`src/rtl/ght_ram.sv`:
```
// ----------------------------------------------------------------------------
// ght_ram
// Simple dual-port synchronous RAM: one write port, one read port with
// registered read data and a read enable that holds the last word read.
// ----------------------------------------------------------------------------
`default_nettype none

module ght_ram #(
  parameter int unsigned WIDTH = 8,
  parameter int unsigned DEPTH = 2,
  parameter int unsigned AW    = 1
) (
  input  logic             clk_i,
  input  logic             we_i,
  input  logic [AW-1:0]    waddr_i,
  input  logic [WIDTH-1:0] wdata_i,
  input  logic             re_i,
  input  logic [AW-1:0]    raddr_i,
  output logic [WIDTH-1:0] rdata_o
);

  logic [WIDTH-1:0] mem [DEPTH];
  logic [WIDTH-1:0] rdata_q;

  always_ff @(posedge clk_i) begin
    if (we_i) begin
      mem[waddr_i] <= wdata_i;
    end
  end

  always_ff @(posedge clk_i) begin
    if (re_i) begin
      rdata_q <= mem[raddr_i];
    end
  end

  assign rdata_o = rdata_q;

endmodule

`default_nettype wire

```
`config.mk`:
```
export PLATFORM = sky130hd
export DESIGN_NAME = ght_ram
export DESIGN_NICKNAME = d
export VERILOG_FILES = /design/src/rtl/ght_ram.sv
export SDC_FILE = /design/constraint.sdc
export NUM_CORES = 1
export LEC_CHECK = 0
export BUFFER_PORTS_ARGS = -buffer_cell sky130_fd_sc_hd__buf_4
export CORE_MARGIN = 2
export CORE_UTILIZATION = 40
export DETAILED_ROUTE_END_ITERATION = 16
export SYNTH_ARGS = -nofsm -noshare
export SYNTH_HDL_FRONTEND = slang
export SYNTH_SLANG_ARGS = --single-unit
```
`constraint.sdc`:
```
create_clock -name clk_i -period 2.9 [get_ports clk_i]
set_input_delay 0.87 -clock clk_i [delete_from_list [all_inputs] [get_ports clk_i]]
set_output_delay 0.87 -clock clk_i [all_outputs]
set_load 0.05 [all_outputs]
```
* After elaboration in Yosys (flattened, before gate mapping)
Memory sizes are Yosys's and may differ from the RTL's. A register that Yosys moved wholly into a read port is not among the register bits. Cells that the tools add are included.
Cells by class: multiplexer cells 2
Operators with widths (number):
- two-way mux 1 bit | 2
Word-level totals: memories 1, register bits after elaboration 0, RAM bits 16, logic and storage cells 3, bits of input ports 13, output and inout port bits 8
Memories:
- mem | words 2, bits a word 8, read ports 1, clocked after memory_dff 1, wr ports 1, line 22 | logic [WIDTH-1:0] mem [DEPTH];

* Longest topological paths before layout
depth after elaboration 2, mapped depth 2

* Worst setup path before layout
Ideal clock, no wire load.
kind input-to-reg, from input we_i, to memory mem[0][0], enable pin, arrival 1290 ps, slack 1237 ps, stages on the path 1, data required time 2527 ps, path through nor2b_1
On the way: cells in the longest elaborated chain, start to end 2
RTL lines:
- start, declared | line 14 | input logic we_i,
- two-way mux 1 bit | line 26 | if (we_i) begin
- two-way mux 1 bit (implied by the code) | line 27 | mem[waddr_i] <= wdata_i;
- end, declared | line 22
No other way between the ends.

* Worst setup path in the final report
from register rdata_q[7] (netlist: rdata_o[7]), read port of mem, to output rdata_o[7]
RTL lines:
- start, declared | line 23 | logic [WIDTH-1:0] rdata_q;
- end, declared | line 19 | output logic [WIDTH-1:0] rdata_o
No word-level cell between the ends.

==> impl_metrics.csv <==
group,metric,value,unit
logic_synthesis,synth_fp_nets,48,
global_routing,grt-ovfl-total,0,
sta,fin_worst_skew,0.00226,ns
logic_synthesis,synth_top_cell_by_area,"edfxtp_1",
logic_synthesis,synth_seq_cells,24,
clock_tree,clk_path_buf_depth,2,
detailed_routing,ant_nets,0,
floorplanning,initial_core_util,43.2,%
worst_setup_path,worstPathArrival,0.88,ns
detailed_routing,vias,378,
logic_synthesis,synth_top_cell_area_share,83.4,%
clock_tree,clkSlewWorstSetupHoldPaths,0.11,ns
sta,setup_tns,0,ns
sta,holdWs,0.557,ns
sta,tightest_slew,0.652,ns
floorplanning,dieHeight,50.5,µm
sta,hold_viol,0,
clock_tree,cts_resized,0,
logic_synthesis,synthArstFlopShare,0,%
floorplanning,die_w,50.5,µm
detailed_routing,viasPerCell,4.50,
logic_synthesis,syn_inst,35,
logic_synthesis,synth_cell_types,5,
finish,finalNetCount,72,
floorplanning,row_count,16,
pwr,power.leakage,0.409,nW
pwr,ir_drop,357,µV
place,gp_congestion,0.651,
logic_synthesis,ys_warn_count,0,
sta,rsz0062_at_grt,"false",
logic_synthesis,synth.top_cells.by_count,"24 x edfxtp_1, 8 x mux2_4, 1 x and2_1, 1 x buf_6, 1 x nor2b_1",
clock_tree,clkLatencyLatePin,0.30,ns
detailed_routing,firstDrtPassIters,2,
clock_tree,cts_setup_buffers,0,
sta,relSlewSlack,56.5,%
floorplanning,boundaryPins,21,
logic_synthesis,synth_flop_cell,"edfxtp_1",
status,outcome,"finished, final reports clean",
global_routing,grtUsageTotal,8.35,%
finish,areaGrowthSynthToFinish,22.6,%
clock_tree,hold_buffers,0,
sta,period_share,60.4,%
run,max-cap-violations,0,
clock_tree,clock_sinks,24,
floorplanning,coreArea,0.00200,mm²
worst_setup_path,required,2.03,ns
clock_tree,cts_tree,"yes",
global_routing,grt_start_max_net_pins,13,
finish,num_antenna_cells,0,
worst_setup_path,cp_slowest_stage_delay,0.39,ns
worst_setup_path,critPathTopFamily,"flip-flops",
worst_setup_path,cp_num_buf_inv,1,
detailed_routing,drcViolationCount,0,
sta,setup_violations,0,
worst_setup_path,path_cells,"buf_4",
clock_tree,cts_root_buffer,"clkbuf_4",
global_routing,grt_pass1_wl,1480,µm
sta,report.final.slew_viol_count,0,
logic_synthesis,ys_top_cells_by_area,"edfxtp_1 83%, mux2_4 14%, buf_6 1.3%",
worst_setup_path,crit_slowest_cell,"edfxtp_1",
sta,finalCriticalPeriod,1.75,ns
detailed_routing,wl_per_cell,11.4,µm
global_routing,grt_pass1_vias,351,
worst_setup_path,endpoint_kind,"primary output",
logic_synthesis,avgSynthCellArea,24.7,µm²
floorplanning,die_area,0.00255,mm²
logic_synthesis,synth_most_common_cell,"edfxtp_1",
detailed_routing,wl,959,µm
detailed_routing,drtIter0Drc,2,
worst_setup_path,crit_type,"register to primary output",
worst_setup_path,start_kind,"register",
global_routing,antenna_found_initial,0,
finish,fillers,178,
finish,drive_gt1_share,54.4,%
hold_path,worstHoldPathType,"register to register",
logic_synthesis,synth-edff-count,24,
place,io_buffers,20,
logic_synthesis,synth_area,865,µm²
pwr,power-per-cell-area,593,mW/mm²
clock_tree,cts_inserted_buffers,3,
sta,clock.fmax,570,MHz
worst_setup_path,cp_max_fo,1,
clock_tree,htreeDepth,1,
logic_synthesis,synth.yosys.seq_area_share,83.4,%
flip-flops by register name (all words and copies together) (netlist names):
signal and count:
mem 16, rdata_o 8
stage by stage:
| stage | setup WS [ns] | total power [mW] | util (%) | instance area (µm²) | cells |
|---|---|---|---|---|---|
| after floorplan | 1.24 | 0.476 | - | 865 | 35 |
| after global placement | 1.01 | 0.505 | 51.8 | 1040 | 81 |
| after detailed placement | 1.00 | 0.506 | 51.8 | 1040 | 81 |
| final | 1.15 | 0.628 | 52.9 | 1060 | 84 |
| after CTS | 1.13 | 0.636 | 52.9 | 1060 | 84 |
| after global routing | 1.10 | 0.657 | 52.9 | 1060 | 84 |
routing by layer:
layer | GRT usage [%] | wire length (µm)
met5 | 0 | 0
met4 | 4.05 | 14
met3 | 2.98 | 77
met2 | 15.6 | 521
met1 | 8.00 | 344
layout by cell type, fill, tap and decap left out, drive strengths merged:
master and n:
and2 1, buf 20, clkbuf 3, edfxtp 24, mux2 8, nor2b 1
logic make-up (layout without fill, tap and decap cells):
| family | count (synthesis) | in the layout | synth area share, % |
|---|---|---|---|
| buf+inv | 1 | 23 | 1.30 |
| mux | 8 | 8 | 13.9 |
| flops | 24 | 24 | 83.4 |
| simple gates | 2 | 2 | 1.45 |
path summary, 6_finish.rpt:
path                    from         end  slack [ns]  cells past startpoint
setup / recovery  rdata_o[7]  rdata_o[7]        1.15                      1
hold / removal     mem[1][2]  rdata_o[2]        0.56                      1
setup reg to reg   mem[0][3]  rdata_o[3]        2.01                      1
hold reg to reg    mem[1][2]  rdata_o[2]        0.56                      1
power breakdown:
part	switching, mW	internal, mW	total, mW	leakage (nW)
registers	0.00553	0.409	0.415	0.228
clock network	0.0836	0.0484	0.132	0.0138
logic	0.0459	0.0357	0.0815	0.167
layout make-up:
cell class / count / area [µm²] / share of cell area (%)
Clock buffer: 3 / 22.5 / 2.13
Multi-Input combinational cell: 10 / 133 / 12.5
Sequential cell: 24 / 721 / 68.0
Tap cell: 27 / 33.8 / 3.19
Timing Repair Buffer: 20 / 150 / 14.2
Power figures use the tool's default switching activity.
